[src/rtl/scc_pkg.sv]
// ----------------------------------------------------------------------------
// scc_pkg: spectrogram column colorizer package
// Shared widths, design constants, register indexes, handshake structs and the
// color table lookup.
// ----------------------------------------------------------------------------
package scc_pkg;

   // design constants
   localparam int MAX_ROWS     = 256;
   localparam int SCALE_OFFSET = 20;
   localparam int X_TICKS      = 8;
   localparam int Y_TICKS      = 8;

   // field widths
   localparam int MAG_W    = 16;
   localparam int AMPL_W   = 15;
   localparam int COLOR_W  = 16;
   localparam int ROW_W    = 8;
   localparam int COL_W    = 10;
   localparam int ROWS_W   = 9;
   localparam int SQ_W     = 3;
   localparam int CSR_IDX_W  = 2;
   localparam int CSR_DATA_W = 16;

   // arithmetic widths
   localparam int SUM_W   = 18;
   localparam int LIM_W   = AMPL_W + 2;
   localparam int QBITS   = 5;
   localparam int NUM_W   = SUM_W + QBITS;
   localparam int STEP_W  = 3;
   localparam int MARK_W  = 16;
   localparam int PAL_N   = 17;

   localparam logic [QBITS-1:0] IDX_MAX  = QBITS'(PAL_N - 1);
   localparam logic [SQ_W-1:0]  SQ_MAX   = SQ_W'(4);

   // reset values of the configuration registers
   localparam logic [ROWS_W-1:0]  ROWS_RST       = ROWS_W'(128);
   localparam logic [SQ_W-1:0]    SQUEEZE_RST    = SQ_W'(1);
   localparam logic [COL_W-1:0]   PLOT_WIDTH_RST = COL_W'(320);
   localparam logic [COLOR_W-1:0] GRID_COLOR_RST = COLOR_W'(16904);

   // configuration register indexes
   typedef enum logic [CSR_IDX_W-1:0] {
      REG_ROWS       = 2'd0,
      REG_SQUEEZE    = 2'd1,
      REG_PLOT_WIDTH = 2'd2,
      REG_GRID_COLOR = 2'd3
   } reg_index_type;

   // request to the divider
   typedef struct packed {
      logic             start;
      logic [SUM_W-1:0] sum;
      logic [LIM_W-1:0] limit;
   } div_req_type;

   // answer of the divider
   typedef struct packed {
      logic             done;
      logic [QBITS-1:0] index;
   } div_rsp_type;

   // grid marks for one pixel
   typedef struct packed {
      logic tick;
      logic grid;
   } mark_type;

   // color table, RGB565
   localparam logic [COLOR_W-1:0] PALETTE [PAL_N] = '{
      16'h0000, 16'h0002, 16'h0004, 16'h0010, 16'h0038, 16'h00F8, 16'h01D8,
      16'h0238, 16'h0438, 16'h0730, 16'h07F0, 16'h0FC0, 16'h2F40, 16'hFFC0,
      16'hFF00, 16'hFD00, 16'hFC00
   };

   function automatic logic [COLOR_W-1:0] palette_color(input logic [QBITS-1:0] idx);
      logic [QBITS-1:0] sel;
      sel = (idx > IDX_MAX) ? IDX_MAX : idx;
      return PALETTE[sel];
   endfunction

endpackage

[src/rtl/scc_if.sv]
// ----------------------------------------------------------------------------
// scc channel interfaces
// Valid/ready channels for bins, pixels and register writes.
// ----------------------------------------------------------------------------

// bin channel
interface scc_req_if;
   logic                        valid;
   logic                        ready;
   logic [scc_pkg::MAG_W-1:0]   magnitude;
   logic [scc_pkg::AMPL_W-1:0]  max_ampl;

   modport source (output valid, magnitude, max_ampl, input ready);
   modport sink   (input valid, magnitude, max_ampl, output ready);
endinterface

// pixel channel
interface scc_rsp_if;
   logic                         valid;
   logic                         ready;
   logic [scc_pkg::COLOR_W-1:0]  pixel_color;
   logic [scc_pkg::ROW_W-1:0]    row;
   logic [scc_pkg::COL_W-1:0]    column;
   logic                         last_in_column;

   modport source (output valid, pixel_color, row, column, last_in_column, input ready);
   modport sink   (input valid, pixel_color, row, column, last_in_column, output ready);
endinterface

// register write channel
interface scc_csr_if;
   logic                            valid;
   logic                            ready;
   logic [scc_pkg::CSR_IDX_W-1:0]   index;
   logic [scc_pkg::CSR_DATA_W-1:0]  data;

   modport source (output valid, index, data, input ready);
   modport sink   (input valid, index, data, output ready);
endinterface

[src/rtl/scc_shade_div.sv]
// ----------------------------------------------------------------------------
// scc_shade_div: color index divider
// Computes min(floor(sum*17/limit), 16) with one restoring subtract step per
// cycle over five quotient bits.
// ----------------------------------------------------------------------------
module scc_shade_div (
   input  logic                 clock,
   input  logic                 reset,
   input  scc_pkg::div_req_type div_req,
   output scc_pkg::div_rsp_type div_rsp
);
   import scc_pkg::*;

   logic             busy_ff, busy_in;
   logic             done_ff, done_in;
   logic             clamp_ff, clamp_in;
   logic [NUM_W-1:0] num_ff, num_in;
   logic [LIM_W-1:0] den_ff, den_in;
   logic [QBITS-1:0] q_ff, q_in;
   logic [STEP_W-1:0] cnt_ff, cnt_in;
   logic [NUM_W-1:0] trial;

   // shifted divisor for the current quotient bit
   assign trial = NUM_W'(den_ff) << cnt_ff;

   // load on start, then one compare and subtract per cycle
   always_comb begin
      busy_in  = busy_ff;
      done_in  = 1'b0;
      clamp_in = clamp_ff;
      num_in   = num_ff;
      den_in   = den_ff;
      q_in     = q_ff;
      cnt_in   = cnt_ff;
      if (div_req.start) begin
         busy_in  = 1'b1;
         num_in   = NUM_W'({div_req.sum, 4'b0000}) + NUM_W'(div_req.sum);
         den_in   = div_req.limit;
         clamp_in = (div_req.sum >= SUM_W'(div_req.limit));
         q_in     = '0;
         cnt_in   = STEP_W'(QBITS - 1);
      end else if (busy_ff) begin
         if (num_ff >= trial) begin
            num_in       = num_ff - trial;
            q_in[cnt_ff] = 1'b1;
         end
         if (cnt_ff == '0) begin
            busy_in = 1'b0;
            done_in = 1'b1;
         end else begin
            cnt_in = cnt_ff - 1'b1;
         end
      end
   end

   // control state
   always_ff @(posedge clock) begin
      if (reset) begin
         busy_ff <= 1'b0;
         done_ff <= 1'b0;
      end else begin
         busy_ff <= busy_in;
         done_ff <= done_in;
      end
   end

   // datapath
   always_ff @(posedge clock) begin
      clamp_ff <= clamp_in;
      num_ff   <= num_in;
      den_ff   <= den_in;
      q_ff     <= q_in;
      cnt_ff   <= cnt_in;
   end

   assign div_rsp.done  = done_ff;
   assign div_rsp.index = clamp_ff ? IDX_MAX : q_ff;

endmodule

[src/rtl/scc_grid_mark.sv]
// ----------------------------------------------------------------------------
// scc_grid_mark: tick column and grid row detection
// Compares the current column against the tick positions and the display row
// against the grid rows.
// ----------------------------------------------------------------------------
module scc_grid_mark (
   input  logic [scc_pkg::COL_W-1:0]  column_pos,
   input  logic [scc_pkg::COL_W-1:0]  plot_width,
   input  logic [scc_pkg::ROWS_W-1:0] disp,
   input  logic [scc_pkg::ROWS_W-1:0] nrows,
   output scc_pkg::mark_type          mark
);
   import scc_pkg::*;

   logic [COL_W-1:0] spacing;

   // tick spacing, zero for a narrow plot
   always_comb begin
      if (plot_width > COL_W'(SCALE_OFFSET))
         spacing = COL_W'((plot_width - COL_W'(SCALE_OFFSET)) / X_TICKS);
      else
         spacing = '0;
   end

   // tick columns at offset plus multiples of the spacing, grid rows at k*rows/Y_TICKS
   always_comb begin
      mark = '0;
      for (int i = 0; i < X_TICKS; i++) begin
         if (MARK_W'(spacing) * MARK_W'(i) + MARK_W'(SCALE_OFFSET) == MARK_W'(column_pos))
            mark.tick = 1'b1;
      end
      for (int k = 0; k < Y_TICKS; k++) begin
         if (MARK_W'((MARK_W'(k) * MARK_W'(nrows)) / Y_TICKS) == MARK_W'(disp))
            mark.grid = 1'b1;
      end
   end

endmodule

[src/rtl/spectrogram_column_colorizer_top.sv]
// ----------------------------------------------------------------------------
// spectrogram_column_colorizer_top: spectrogram column colorizer
// Sums magnitude bins per display row, shades each row through the color
// table and emits one pixel item per row, with tick columns and grid rows.
//
//   channel  | dir | handshake          | payload
//   req_if   | in  | valid/ready        | magnitude, max_ampl
//   rsp_if   | out | valid/ready        | pixel_color, row, column, last_in_column
//   csr_if   | in  | valid/ready (=1)   | index, data
//
// a bin that completes no row leaves the block idle and ready for the next bin
// a bin that completes a row passes through load, five serial divider steps,
// divider result, pixel forming and the output state
// squeeze 0 gives two pixels, one if the first ends the column
// output stalls hold the output state; one item is worked at a time; req
// ready is low from a row's start until its last pixel is taken
// synchronous active-high reset restores register defaults and column start
// ----------------------------------------------------------------------------
module spectrogram_column_colorizer_top (
   input logic      clock,
   input logic      reset,
   scc_req_if.sink  req_if,
   scc_rsp_if.source rsp_if,
   scc_csr_if.sink  csr_if
);
   import scc_pkg::*;

   typedef enum logic [3:0] {
      ST_IDLE = 4'b0001,
      ST_DIV  = 4'b0010,
      ST_PIX  = 4'b0100,
      ST_OUT  = 4'b1000
   } state_type;

   state_type state_ff, state_in;

   logic [ROWS_W-1:0]  rows_ff;
   logic [SQ_W-1:0]    squeeze_ff;
   logic [COL_W-1:0]   plot_width_ff;
   logic [COLOR_W-1:0] grid_color_ff;

   logic [COL_W-1:0]   column_pos_ff, column_pos_in;
   logic [ROW_W-1:0]   row_count_ff, row_count_in;
   logic [SUM_W-1:0]   bin_sum_ff, bin_sum_in;
   logic [SQ_W-1:0]    bins_taken_ff, bins_taken_in;
   logic               pair_ff, pair_in;
   logic [COLOR_W-1:0] color_ff, color_in;

   logic [COLOR_W-1:0] pix_color_ff, pix_color_in;
   logic [ROW_W-1:0]   pix_row_ff, pix_row_in;
   logic [COL_W-1:0]   pix_col_ff, pix_col_in;
   logic               pix_last_ff, pix_last_in;

   logic [ROWS_W-1:0]  nrows;
   logic [SQ_W-1:0]    sq;
   logic [SQ_W-1:0]    sq_lim;
   logic [SUM_W-1:0]   sum_new;
   logic [SQ_W-1:0]    bins_new;
   logic [ROWS_W-1:0]  disp;
   logic [ROWS_W-1:0]  row_next;
   logic [COL_W-1:0]   col_inc;
   logic               req_take;
   logic               rsp_take;

   div_req_type div_req;
   div_rsp_type div_rsp;
   mark_type    mark;

   // effective rows and squeeze
   always_comb begin
      if (rows_ff == '0)
         nrows = ROWS_W'(1);
      else if (rows_ff > ROWS_W'(MAX_ROWS))
         nrows = ROWS_W'(MAX_ROWS);
      else
         nrows = rows_ff;
      sq     = (squeeze_ff > SQ_MAX) ? SQ_MAX : squeeze_ff;
      sq_lim = (sq == '0) ? SQ_W'(1) : sq;
   end

   assign req_take = req_if.valid && req_if.ready;
   assign rsp_take = rsp_if.valid && rsp_if.ready;
   assign sum_new  = bin_sum_ff + SUM_W'(req_if.magnitude);
   assign bins_new = bins_taken_ff + 1'b1;
   assign disp     = nrows - ROWS_W'(1) - ROWS_W'(row_count_ff);
   assign row_next = ROWS_W'(row_count_ff) + ROWS_W'(1);
   assign col_inc  = column_pos_ff + 1'b1;

   // color index divider
   scc_shade_div u_div (
      .clock   (clock),
      .reset   (reset),
      .div_req (div_req),
      .div_rsp (div_rsp)
   );

   // tick and grid marks
   scc_grid_mark u_mark (
      .column_pos (column_pos_ff),
      .plot_width (plot_width_ff),
      .disp       (disp),
      .nrows      (nrows),
      .mark       (mark)
   );

   // row sequencer
   always_comb begin
      state_in      = state_ff;
      column_pos_in = column_pos_ff;
      row_count_in  = row_count_ff;
      bin_sum_in    = bin_sum_ff;
      bins_taken_in = bins_taken_ff;
      pair_in       = pair_ff;
      color_in      = color_ff;
      pix_color_in  = pix_color_ff;
      pix_row_in    = pix_row_ff;
      pix_col_in    = pix_col_ff;
      pix_last_in   = pix_last_ff;
      div_req.start = 1'b0;
      div_req.sum   = sum_new;
      div_req.limit = LIM_W'(req_if.max_ampl) * LIM_W'(sq_lim);
      unique case (state_ff)
         ST_IDLE: begin
            if (req_take) begin
               if (ROWS_W'(row_count_ff) >= nrows)
                  row_count_in = '0;
               if (sq == '0) begin
                  // one bin spans two rows, partial sum dropped
                  bin_sum_in    = '0;
                  bins_taken_in = '0;
                  pair_in       = 1'b1;
                  div_req.start = 1'b1;
                  div_req.sum   = SUM_W'(req_if.magnitude);
                  state_in      = ST_DIV;
               end else if (bins_new < sq) begin
                  bin_sum_in    = sum_new;
                  bins_taken_in = bins_new;
               end else begin
                  bin_sum_in    = '0;
                  bins_taken_in = '0;
                  pair_in       = 1'b0;
                  div_req.start = 1'b1;
                  state_in      = ST_DIV;
               end
            end
         end
         ST_DIV: begin
            if (div_rsp.done) begin
               color_in = palette_color(div_rsp.index);
               state_in = ST_PIX;
            end
         end
         ST_PIX: begin
            // form the pixel and advance row and column
            pix_color_in = (mark.tick || mark.grid) ? grid_color_ff : color_ff;
            pix_row_in   = disp[ROW_W-1:0];
            pix_col_in   = column_pos_ff;
            pix_last_in  = (row_next >= nrows);
            if (row_next >= nrows) begin
               row_count_in  = '0;
               bin_sum_in    = '0;
               bins_taken_in = '0;
               pair_in       = 1'b0;
               column_pos_in = (col_inc > plot_width_ff) ? COL_W'(SCALE_OFFSET) : col_inc;
            end else begin
               row_count_in = row_next[ROW_W-1:0];
            end
            state_in = ST_OUT;
         end
         ST_OUT: begin
            if (rsp_take) begin
               if (pair_ff) begin
                  pair_in  = 1'b0;
                  state_in = ST_PIX;
               end else begin
                  state_in = ST_IDLE;
               end
            end
         end
         default: state_in = ST_IDLE;
      endcase
   end

   // control state and configuration registers
   always_ff @(posedge clock) begin
      if (reset) begin
         state_ff      <= ST_IDLE;
         rows_ff       <= ROWS_RST;
         squeeze_ff    <= SQUEEZE_RST;
         plot_width_ff <= PLOT_WIDTH_RST;
         grid_color_ff <= GRID_COLOR_RST;
         column_pos_ff <= COL_W'(SCALE_OFFSET);
         row_count_ff  <= '0;
         bin_sum_ff    <= '0;
         bins_taken_ff <= '0;
         pair_ff       <= 1'b0;
      end else begin
         state_ff      <= state_in;
         column_pos_ff <= column_pos_in;
         row_count_ff  <= row_count_in;
         bin_sum_ff    <= bin_sum_in;
         bins_taken_ff <= bins_taken_in;
         pair_ff       <= pair_in;
         if (csr_if.valid && csr_if.ready) begin
            unique case (reg_index_type'(csr_if.index))
               REG_ROWS:       rows_ff       <= csr_if.data[ROWS_W-1:0];
               REG_SQUEEZE:    squeeze_ff    <= csr_if.data[SQ_W-1:0];
               REG_PLOT_WIDTH: plot_width_ff <= csr_if.data[COL_W-1:0];
               REG_GRID_COLOR: grid_color_ff <= csr_if.data[COLOR_W-1:0];
               default:        ;
            endcase
         end
      end
   end

   // pixel payload registers
   always_ff @(posedge clock) begin
      color_ff     <= color_in;
      pix_color_ff <= pix_color_in;
      pix_row_ff   <= pix_row_in;
      pix_col_ff   <= pix_col_in;
      pix_last_ff  <= pix_last_in;
   end

   // channel outputs
   assign req_if.ready          = (state_ff == ST_IDLE);
   assign csr_if.ready          = 1'b1;
   assign rsp_if.valid          = (state_ff == ST_OUT);
   assign rsp_if.pixel_color    = pix_color_ff;
   assign rsp_if.row            = pix_row_ff;
   assign rsp_if.column         = pix_col_ff;
   assign rsp_if.last_in_column = pix_last_ff;

`ifndef SYNTH
   // a pixel on offer blocks new bins
   a_rsp_blocks_req: assert property (@(posedge clock) disable iff (reset)
      rsp_if.valid |-> !req_if.ready)
      else $error("bin accepted while a pixel is pending");

   // the partial bin count never passes the largest squeeze
   a_bins_bounded: assert property (@(posedge clock) disable iff (reset)
      bins_taken_ff < SQ_MAX)
      else $error("partial bin count out of range");

   // the divider answers only while the sequencer waits on it
   a_div_in_div: assert property (@(posedge clock) disable iff (reset)
      div_rsp.done |-> (state_ff == ST_DIV))
      else $error("divider result outside of divide state");

   // the last pixel of a column restarts the row count
   a_last_clears_row: assert property (@(posedge clock) disable iff (reset)
      (rsp_take && rsp_if.last_in_column) |=> (row_count_ff == '0))
      else $error("row count not cleared after the last pixel");

   // a second pixel of a pair never follows the last pixel of a column
   a_pair_not_last: assert property (@(posedge clock) disable iff (reset)
      (rsp_if.valid && rsp_if.last_in_column) |-> !pair_ff)
      else $error("pixel pair continues past the column end");
`endif

endmodule

[src/flat_wrapper.sv]
// flat-port wrapper written by rule: the top's interface ports become plain ports
module spectrogram_column_colorizer_top_flat import scc_pkg::*;
  (clock, reset, req_if_valid, req_if_magnitude, req_if_max_ampl, req_if_ready, rsp_if_valid, rsp_if_pixel_color, rsp_if_row, rsp_if_column, rsp_if_last_in_column, rsp_if_ready, csr_if_valid, csr_if_index, csr_if_data, csr_if_ready);
  scc_req_if req_if_i ();
  scc_rsp_if rsp_if_i ();
  scc_csr_if csr_if_i ();
  input logic clock;
  input logic reset;
  input wire logic [$bits(req_if_i.valid)-1:0] req_if_valid;
  input wire logic [$bits(req_if_i.magnitude)-1:0] req_if_magnitude;
  input wire logic [$bits(req_if_i.max_ampl)-1:0] req_if_max_ampl;
  output wire logic [$bits(req_if_i.ready)-1:0] req_if_ready;
  output wire logic [$bits(rsp_if_i.valid)-1:0] rsp_if_valid;
  output wire logic [$bits(rsp_if_i.pixel_color)-1:0] rsp_if_pixel_color;
  output wire logic [$bits(rsp_if_i.row)-1:0] rsp_if_row;
  output wire logic [$bits(rsp_if_i.column)-1:0] rsp_if_column;
  output wire logic [$bits(rsp_if_i.last_in_column)-1:0] rsp_if_last_in_column;
  input wire logic [$bits(rsp_if_i.ready)-1:0] rsp_if_ready;
  input wire logic [$bits(csr_if_i.valid)-1:0] csr_if_valid;
  input wire logic [$bits(csr_if_i.index)-1:0] csr_if_index;
  input wire logic [$bits(csr_if_i.data)-1:0] csr_if_data;
  output wire logic [$bits(csr_if_i.ready)-1:0] csr_if_ready;
  assign req_if_i.valid = req_if_valid;
  assign req_if_i.magnitude = req_if_magnitude;
  assign req_if_i.max_ampl = req_if_max_ampl;
  assign req_if_ready = req_if_i.ready;
  assign rsp_if_valid = rsp_if_i.valid;
  assign rsp_if_pixel_color = rsp_if_i.pixel_color;
  assign rsp_if_row = rsp_if_i.row;
  assign rsp_if_column = rsp_if_i.column;
  assign rsp_if_last_in_column = rsp_if_i.last_in_column;
  assign rsp_if_i.ready = rsp_if_ready;
  assign csr_if_i.valid = csr_if_valid;
  assign csr_if_i.index = csr_if_index;
  assign csr_if_i.data = csr_if_data;
  assign csr_if_ready = csr_if_i.ready;
  spectrogram_column_colorizer_top u_core (.clock(clock), .reset(reset), .req_if(req_if_i), .rsp_if(rsp_if_i), .csr_if(csr_if_i));
endmodule
[config.mk]
export PLATFORM = sky130hd
export DESIGN_NAME = spectrogram_column_colorizer_top_flat
export DESIGN_NICKNAME = d
export VERILOG_FILES = /design/src/rtl/scc_pkg.sv /design/src/rtl/scc_if.sv /design/src/rtl/scc_shade_div.sv /design/src/rtl/scc_grid_mark.sv /design/src/rtl/spectrogram_column_colorizer_top.sv /design/src/flat_wrapper.sv
export SDC_FILE = /design/constraint.sdc
export NUM_CORES = 1
export LEC_CHECK = 0
export BUFFER_PORTS_ARGS = -buffer_cell sky130_fd_sc_hd__buf_4
export CAP_MARGIN = 20
export CORE_MARGIN = 10
export CORE_UTILIZATION = 30
export CTS_CLUSTER_DIAMETER = 120
export DETAILED_ROUTE_END_ITERATION = 8
export GPL_ROUTABILITY_DRIVEN = 0
export MAX_ROUTING_LAYER = met4
export PLACE_DENSITY = 0.44
export SLEW_MARGIN = 20
export SYNTH_ARGS = -nofsm -noshare
export SYNTH_HDL_FRONTEND = slang
export SYNTH_HIERARCHICAL = 1
export SYNTH_SLANG_ARGS = --single-unit
[constraint.sdc]
create_clock -name clock -period 6.64 [get_ports clock]
set_clock_uncertainty 0.2 [all_clocks]
set_input_delay 1.328 -clock clock [delete_from_list [all_inputs] [get_ports clock]]
set_output_delay 1.328 -clock clock [all_outputs]
set_load 0.02 [all_outputs]
======== After elaboration in Yosys (flattened, before gate mapping) ========
Memories as Yosys holds them, arrays and structs flattened. A register that Yosys moved wholly into a read port is not among the register bits.
Cells that the tools add are included.
storage, ports and cells
  register bits ........................... 168
  latch bits .............................. 0
  bits in writable memories ............... 0
  bits in read-only memories .............. 512
  input bits .............................. 54
  output and inout port bits .............. 38
  logic and storage cells ................. 186
  memories ................................ 1
cells by class
  add/subtract/negate cells ............... 17
  $mul .................................... 9
  divide/modulo/power cells ............... 0
  $lt $le $gt $ge ......................... 12
  eq/ne operators ......................... 28
  shifts and indexed selects .............. 1
  mux-type cells .......................... 66
  bitwise operators ....................... 4
  reductions and logical operators ........ 27
memories
  memory           words  width  rd ports  clocked after memory_dff  wr ports  RTL line       source
  (no name shown)  32     16     1         1                         0         scc_pkg.sv:80  return PALETTE[sel];
operator list
  operator                 count
  $mux W18                 5
  $mux W23                 3
  $add A13 B5 Y14 const B  3
  $eq A14 B10 Y1           3
  $mux W19                 2
  $pmux W18 S2             1
  $mux W1                  28
  $eq A9 B9 Y1             3
  $add A12 B5 Y13 const B  2
  $eq A13 B10 Y1           2
  $mul A10 B3 Y13 const B  2
  $mul A10 B2 Y12 const B  2
  $mul A3 B9 Y12 const A   2
  $mux W8                  3
  $add A22 B18 Y23         1
  $ge A23 B23 Y1           1
  $shl A17 B3 Y23          1
  $sub A23 B23 Y23         1
  $mul A2 B9 Y11 const A   2
  $mux W3                  7
  $mux W10                 2
  $mux W4                  5
  $add A18 B16 Y18         1
  $eq A8 B9 Y1             2
  other kinds (59)         80

======== Logic depth before layout (Yosys ltp) ========
Gate-level depths: netlist (run 1).
  word-level depth ........................ 16
  mapped depth ............................ 24
  gate-level depth less buffers ........... 22

======== Modules after synthesis ========
The synthesis (run 1) kept the hierarchy.
by module, submodules not included
  module                            instances  cells each  area each (um^2)  seq. area each (um^2)
  spectrogram_column_colorizer_top  1          1020        8888.5            3083.0
  scc_grid_mark                     1          662         5312.6            0.0
  scc_shade_div                     1          512         4732.0            1431.4

======== Worst setup path after synthesis (run 1) ========
OpenSTA, ideal clock, no wires.
  kind .................................... register to register
  from .................................... register u_core.plot_width_ff[2]
  to ...................................... register u_core.pix_color_ff[10], in the netlist u_core/rsp_if.pixel_color[10] (data pin)
  setup time .............................. 0.260 ns
  arrival time ............................ 5.901 ns
  required time ........................... 6.180 ns
  path slack .............................. 0.279 ns
  cell stages (with the launch flop) ...... 22
  buffers on the path ..................... 1
  period minus slack after synthesis ...... 6.361 ns
  cells stage by stage .................... dfxtp_1 inv_1 ha_1 nor2b_1 o21ai_0 a21oi_1 inv_1 ha_1 inv_1 fa_1 fa_1 a21o_1 a21oi_1 o21bai_1 a21oi_1 xnor2_1 nand4_1 a21oi_1 or4_1 nor2_1 clkbuf_1 mux2_2
RTL lines
  what                      RTL line                                 source
  start: declaration        spectrogram_column_colorizer_top.sv:39   logic [COL_W-1:0] plot_width_ff;
  start signal: assignment  spectrogram_column_colorizer_top.sv:208  REG_PLOT_WIDTH: plot_width_ff <= csr_if.data[COL_W-1:0];
  end signal: assignment    spectrogram_column_colorizer_top.sv:219  pix_color_ff <= pix_color_in;
  end: declaration          spectrogram_column_colorizer_top.sv:49   logic [COLOR_W-1:0] pix_color_ff, pix_color_in;

==> flow_summary_export.csv, run 1 <==
group,metric,value,unit
logic_synthesis,syn_avg_cell_area,8.63,um^2
worst_setup_path,startpoint_type,"register",
clocking,cts-buffers-inserted,17,
worst_setup_path,max_stage_delay,610,ps
final_layout,layout_common_cells,"nand2_1 (229), ha_1 (225), a21oi_1 (158)",
global_route,grt_pass1_vias,16100,
clocking,ctsResizeCount,0,
place,dpl.hpwl,44300,um
clocking,clock-root-buffer,"clkbuf_16",
clocking,cts_hold_buffers,0,
timing,fin_tns_setup,0,ps
worst_setup_path,reg2reg_from,"u_core/plot_width_ff[2]",
global_route,grt_pass1_wl,90700,um
final_layout,diodes,0,
clocking,clk_latency,490,ps
clocking,cts_tree,"built",
logic_synthesis,synth.distinct_cells,104,
logic_synthesis,synthesis.nets,2516,
final_layout,syn_to_final_growth,11.9,%
worst_setup_path,worstRegToRegCells,22,
worst_setup_path,cp_common_cell,"a21oi_1",
timing,hold_violations,0,
drt,drt_iter0_drc,739,
drt,via_per_inst,5.12,
logic_synthesis,synth_seq_cells,181,
worst_setup_path,path_buf_inv,4,
final_layout,instances_no_fill,3116,
final_layout,nets,2579,
worst_setup_path,path_delay_family,"adder cells",
drt,routed_wl,57400,um
pwr,peakVddDrop,230,uV
floorplan,die_w,271,um
global_route,grt_overflow,0,
timing,finalMaxSlewViolations,0,
worst_setup_path,worstPathRequired,6680,ps
timing,grt_setup_unrepaired,"no",
worst_setup_path,cp_slowest_cell,"or4_1",
run_status,status,"complete, no violations",
logic_synthesis,synth_warnings,6,
worst_hold_path,hold_path_depth,2,
global_route,grt_use_total,15.9,%
floorplan,row_count,92,
clocking,cts_buffer_depth,2,
worst_hold_path,hp-start,"u_core/bin_sum_ff[0]",
worst_setup_path,crit_type,"register to register",
worst_setup_path,path_depth,22,
timing,post-route-period-util,90.6,%
global_route,grt_max_degree,68,
floorplan,die_area,73600,um^2
floorplan,ios,92,
floorplan,start_util,30.2,%
logic_synthesis,synthFlopType,"dfxtp_1",
worst_setup_path,worstPathArrival,6060,ps
worst_setup_path,r2r-end,"u_core/rsp_if.pixel_color[5]",
worst_setup_path,crit_path_end_kind,"register",
timing,fmax,166,MHz
floorplan,die_h,271,um
worst_hold_path,min_to,"u_core/bin_sum_ff[0]",
clocking,clk_pin_slew,80,ps
timing,min_period,6010,ps
place,io_buffer_count,90,
timing,timing.slew.headroom,33.6,%
worst_setup_path,crit_chain,"inv_1, ha_1, nor2b_1, o21ai_0, a21oi_1, inv_1, fa_1, inv_1, ha_1, ha_1, fa_1, a21o_1, a21oi_1, o21bai_1, a21oi_1, xnor2_1, nand4_1, a21oi_1, or4_1, nor2_1, buf_4, mux2_2",
global_route,antenna_found_initial,0,
final_layout,final_common_cell,"nand2_1",
timing,worst_slew_pin_slew,995,ps
drt,drc_errors,0,
place,dp.cells,3084,
final_layout,drive_gt1_share,10.7,%
flow_run,cap_violations,0,
drt,wl_per_cell,18.4,um
drt,ant_nets,0,
pwr,leakage,8.75,nW
logic_synthesis,synth-edff-count,89,
clocking,clock_sinks,181,
drt,vias,16000,
logic_synthesis,async_flop_share,0,%
logic_synthesis,ys_seq_area_share,23.8,%
worst_setup_path,rrSetupSlack,630,ps
pwr,powerDensity,278,nW/um^2
worst_hold_path,worstHoldPathType,"register to register",
clocking,postCtsSetupRepairBufs,0,
drt,drtPass1Iterations,5,
logic_synthesis,syn_inst,2194,
floorplan,design.core.area,62700,um^2
timing,setup_violations,0,
pwr,fin_total_pwr,5.89,mW
worst_setup_path,path_max_fanout,14,
logic_synthesis,netlist_area,18900,um^2
clocking,htree_num_levels,4,
## power by group
| part | total [mW] | internal, mW | switching [mW] | leakage [nW] |
|---|---|---|---|---|
| sequential | 1.50 | 1.40 | 0.0939 | 1.54 |
| combinational | 3.34 | 1.38 | 1.96 | 6.92 |
| clock | 1.05 | 0.504 | 0.549 | 0.284 |
| total | 5.89 | 3.29 | 2.60 | 8.75 |
## cells by family after synthesis
| logic type | count (synthesis) | synth area share (%) |
|---|---|---|
| simple gates | 684 | 18.0 |
| compound gates | 527 | 18.6 |
| fa+ha+maj | 268 | 19.4 |
| buf+inv | 231 | 4.86 |
| xor+xnor | 224 | 10.4 |
| flops | 181 | 23.8 |
| mux | 78 | 4.82 |
| other cells | 1 | 0.0198 |
## metal layers
| metal | global-route usage [%] | vias up | wire length, um |
|---|---|---|---|
| li1 | - | 7987 | - |
| met1 | 20.9 | 7736 | 28000 |
| met2 | 25.6 | 205 | 27100 |
| met3 | 2.21 | 36 | 1530 |
| met4 | 3.41 | 0 | 714 |
| met5 | - | - | 0 |
## synthesized netlist by cell type, types with 6 or more instances
library cell,n,share of area [%]
edfxtp_1,89,14
o211ai_1,13,0.52
nand2b_1,26,0.86
nand3_1,52,1.4
a31oi_1,18,0.59
a21oi_1,158,4.2
clkbuf_1,62,1.2
ha_1,225,15
inv_1,145,2.9
o21ai_0,107,2.8
o21bai_1,20,0.79
nor3b_1,6,0.24
and3_1,17,0.56
o31ai_1,11,0.44
nor4_1,26,0.86
dfxtp_1,92,9.7
or2_2,12,0.40
nor2b_1,27,0.89
fa_1,43,4.5
mux2_2,26,1.5
mux4_2,8,0.95
a211oi_1,18,0.71
or3_1,14,0.46
xor2_1,80,3.7
xnor2_1,142,6.6
a32o_1,10,0.53
nand2_1,229,4.5
mux2i_1,44,2.3
a21o_1,45,1.8
nand4_1,25,0.83
nor3_1,33,0.87
o21a_1,26,1.0
nor2_1,143,2.8
and2_1,28,0.93
buf_2,7,0.19
nand3b_1,7,0.28
## final cells by class
cell class,count,area [um^2]
clock buffers,17,425
clock inverters,15,153
fillers,6577,41600
inverters,149,559
multi-input cells,1782,13500
flip-flops and latches,181,4510
well taps,846,1060
repair buffers,126,946
## worst max path at each step
| stage | from | end | slack [ps] |
|---|---|---|---|
| 3_3_place_gp | req_if_magnitude[0] | u_core/u_div/num_ff[20] | 680 |
| 4_1_cts | u_core/plot_width_ff[2] | u_core/rsp_if.pixel_color[5] | 610 |
| 3_5_place_dp | u_core/plot_width_ff[2] | u_core/rsp_if.pixel_color[8] | 610 |
| 6_report | u_core/plot_width_ff[2] | u_core/rsp_if.pixel_color[5] | 630 |
| 5_1_grt | u_core/plot_width_ff[2] | u_core/rsp_if.pixel_color[5] | 70 |
| 2_1_floorplan | u_core/plot_width_ff[2] | u_core/rsp_if.pixel_color[10] | 280 |
## sequential cells by signal, indices dropped and copies added, names as in the netlist, 3 cells and up
name,cells
u_core/plot_width_ff,10
u_core/rsp_if.column,10
u_core/column_pos_ff,10
u_core/u_div/q_ff,5
u_core/color_ff,13
u_core/grid_color_ff,16
u_core/u_div/den_ff,17
u_core/rsp_if.row,8
u_core/u_div/cnt_ff,3
u_core/row_count_ff,8
u_core/bin_sum_ff,18
u_core/rows_ff,9
u_core/u_div/num_ff,23
u_core/state_ff,4
u_core/squeeze_ff,3
u_core/rsp_if.pixel_color,16
u_core/bins_taken_ff,3
## worst register-to-register path, cell delays in order, from the launching register on
cell      delay (ps)
dfxtp_1          450
inv_1             80
ha_1             220
nor2b_1          310
o21ai_0          240
a21oi_1          220
inv_1            170
fa_1             510
inv_1             40
ha_1             280
ha_1             220
fa_1             400
a21o_1           190
a21oi_1          250
o21bai_1          90
a21oi_1          180
xnor2_1           90
nand4_1          160
a21oi_1          110
or4_1            610
nor2_1           120
buf_4            250
mux2_2           370
## through the flow
step	setup slack (ps)	cell area (um^2)	hold WS, ps	util (%)
after global routing	74.1	21200	275	33.8
after detailed placement	610	20600	247	32.8
after CTS	614	21200	258	33.8
after floorplan	279	18900	212	-
final	625	21200	255	33.8
after global placement	677	20600	237	32.8
Note: power is estimated with default switching activity, not from simulation.
==> run 2: changes to the inputs <==
CORE_UTILIZATION = 40   (was 30)
GPL_TIMING_DRIVEN = 1   (was not set)
PLACE_DENSITY = 0.56   (was 0.44)
SYNTH_HIERARCHICAL = not set   (was 1)
==> run 2 against run 1 <==
Die area down 24%. Sequential share of layout area rose by 0.67 points. Setup slack worse by 220 ps. Fmax is 3.6% lower. Final area is 3.1% lower. Non-clock buffer count down 7. Critical endpoint is now u_core.rsp_if.pixel_color[2]. Highest routed layer unchanged.
==> flow_summary_export.csv, run 2 <==
group,metric,value,unit
run_status,status,"complete, no violations",
final_layout,layout_common_cells,"ha_1 (224), nand2_1 (205), a21oi_1 (154)",
pwr,powerDensity,278,nW/um^2
timing,finalMaxSlewViolations,0,
clocking,clk_latency,480,ps
place,place_area,20000,um^2
drt,drtPass1Iterations,6,
final_layout,register_area,4510,um^2
timing,fmax,160,MHz
drt,wl_per_cell,18.2,um
pwr,leakage,8.82,nW
drt,route.met2.wl,26100,um
final_layout,reg_top3,"u_core.u_div.num_ff x23, u_core.bin_sum_ff x18, u_core.u_div.den_ff x17",
logic_synthesis,synth_warnings,0,
timing,grt_setup_unrepaired,"no",
worst_setup_path,path_max_fanout,16,
logic_synthesis,synth.most_common_cell,"ha_1",
global_route,grt_overflow,0,
final_layout,multi_input_area,13200,um^2
worst_setup_path,max_stage_delay,450,ps
floorplan,design.core.area,46300,um^2
final_layout,final_common_cell,"ha_1",
logic_synthesis,synthesis.nets,2470,
timing,min_period,6240,ps
final_layout,fin_area,20500,um^2
drt,via_per_inst,5.56,
floorplan,die_h,236,um
timing,post-route-period-util,94.0,%
floorplan,die_area,55600,um^2
worst_hold_path,worstHoldPathType,"register to register",
drt,drt_iter0_drc,931,
worst_setup_path,path_delay_family,"simple AND/OR/NAND/NOR gates",
clocking,htree_num_levels,4,
worst_setup_path,crit_path_end_kind,"register",
worst_setup_path,crit_type,"register to register",
logic_synthesis,netlist_area,18600,um^2
worst_setup_path,cp_slowest_cell,"fa_1",
logic_synthesis,async_flop_share,0,%
final_layout,syn_to_final_growth,10.3,%
clocking,cts-buffers-inserted,17,
clocking,cts_tree,"built",
drt,wl_met1,22800,um
timing,hold_violations,0,
floorplan,die_w,236,um
worst_setup_path,path_buf_inv,2,
timing,fin_tns_setup,0,ps
logic_synthesis,yosys.area.top_type_share,15.0,%
pwr,peakVddDrop,216,uV
floorplan,start_util,40.3,%
global_route,grt_pass1_vias,15600,
worst_setup_path,path_depth,21,
global_route,grt_pass1_wl,82900,um
clocking,cts_buffer_depth,2,
worst_setup_path,worstPathArrival,6260,ps
final_layout,diodes,0,
clocking,clock-root-buffer,"clkbuf_16",
worst_hold_path,hold_path_depth,2,
drt,vias,15700,
timing,worst_slew_pin_slew,989,ps
clocking,clk_pin_slew,70,ps
global_route,grt_use_total,18.8,%
logic_synthesis,ys_seq_area_share,24.2,%
logic_synthesis,synth.area.top_cells,"ha_1 (15%), edfxtp_1 (14%), dfxtp_1 (9.9%)",
final_layout,drive_gt1_share,10.7,%
drt,routed_wl,51500,um
timing,setup_violations,0,
logic_synthesis,synth_seq_cells,181,
drt,drc_errors,0,
flow_run,cap_violations,0,
final_layout,fillers,4553,
floorplan,ios,92,
place,io_buffer_count,90,
logic_synthesis,syn_avg_cell_area,8.66,um^2
worst_setup_path,worstPathRequired,6660,ps
worst_setup_path,startpoint_type,"register",
worst_setup_path,cp_common_cell,"ha_1",
place,dpl.hpwl,40700,um
logic_synthesis,yosysTopAreaCell,"ha_1",
clocking,clock_sinks,181,
logic_synthesis,synth_common_cells,"ha_1 (224), nand2_1 (205), a21oi_1 (154)",
floorplan,row_count,79,
logic_synthesis,syn_inst,2150,
clocking,postCtsSetupRepairBufs,0,
global_route,grt_max_degree,56,
drt,wl_met3,1610,um
global_route,antenna_found_initial,0,
worst_setup_path,crit_chain,"inv_1, ha_1, nor3b_1, a32o_1, and2_1, nand2b_1, inv_1, ha_1, ha_1, ha_1, fa_1, xor2_1, a2111oi_0, o21ai_0, or4_1, nor4_1, a31oi_1, o2111ai_1, a2111oi_2, nand2_4, mux2_2",
logic_synthesis,synth-edff-count,89,
worst_setup_path,worstRegToRegCells,21,
drt,dr.max_layer_used,"met4",
final_layout,largest_reg_flops,23,
timing,timing.slew.headroom,34.1,%
logic_synthesis,synthFlopType,"dfxtp_1",
clocking,cts_hold_buffers,0,
drt,ant_nets,0,
final_layout,nets,2526,
logic_synthesis,synth.distinct_cells,90,
final_layout,regMostFlops,"u_core.u_div.num_ff",
## run 2: changes by cell type after synthesis, moves of 10 or more
| cell | delta |
|---|---|
| nand2_1 | -24 |
| a22o_1 | +19 |
| mux2_2 | -16 |
| nor4_1 | -10 |
| nor3_1 | +13 |
| xor2_1 | -14 |
## run 2: stage by stage
step	hold slack [ps]	total power, mW	instances	worst slack (ps)	utilization, %
6_report	259	5.70	2826	400	44.4
5_1_grt	277	6.18	2826	20.7	44.4
4_1_cts	257	5.73	2826	295	44.4
3_5_place_dp	248	4.69	2794	330	43.1
3_3_place_gp	242	4.65	2794	450	43.1
2_1_floorplan	206	3.98	2150	851	-
## run 2: final timing paths
| kind | startpoint | end | slack, ps |
|---|---|---|---|
| max | u_core.plot_width_ff[3] | u_core.rsp_if.pixel_color[2] | 400 |
| min | u_core.grid_color_ff[8] | u_core.grid_color_ff[8] | 260 |
| max reg2reg | u_core.plot_width_ff[3] | u_core.rsp_if.pixel_color[2] | 400 |
| min reg2reg | u_core.grid_color_ff[8] | u_core.grid_color_ff[8] | 260 |
## run 2: cell families (layout without fill, tap and decap cells)
logic type | count (synthesis) | count (layout) | synth area share, %
XOR/XNOR | 214 | 214 | 10.4
other | 2 | 2 | 0.0403
adder cells (fa/ha/maj) | 266 | 266 | 19.6
flip-flops | 181 | 181 | 24.2
AND/OR/NAND/NOR | 647 | 647 | 17.1
buffers and inverters | 238 | 307 | 4.91
multiplexers | 73 | 73 | 5.04
AO/OA/AOI/OAI | 529 | 529 | 18.7
## run 2: repair_timing
action,in CTS,in global routing
resized for setup,0,1
setup endpoints to repair,0,15
hold endpoints to repair,0,0
## run 2: layout make-up
type                    count  share of cell area [%]
well taps                 607                    3.70
inverters                 156                    2.85
clock buffers              19                    2.21
repair buffers            119                    4.35
clock inverters            13                   0.573
multi-input cells        1731                    64.3
flip-flops and latches    181                    22.0
## run 2: power breakdown
part	internal, mW	switching (mW)	leakage [nW]
logic	1.36	1.80	6.96
clock network	0.540	0.472	0.290
registers	1.42	0.107	1.57
## run 2: per-layer routing
layer | global-route usage (%) | vias to the layer above
met2 | 32.7 | 295
li1 | - | 7787
met1 | 22.0 | 7569
met3 | 2.79 | 67
met4 | 5.67 | 0
met5 | - | -
## run 2: worst min-delay path, stage by stage, from the launching register on
cell     delay [ps]
dfxtp_1         310
nand2_1          50
a21oi_1          50
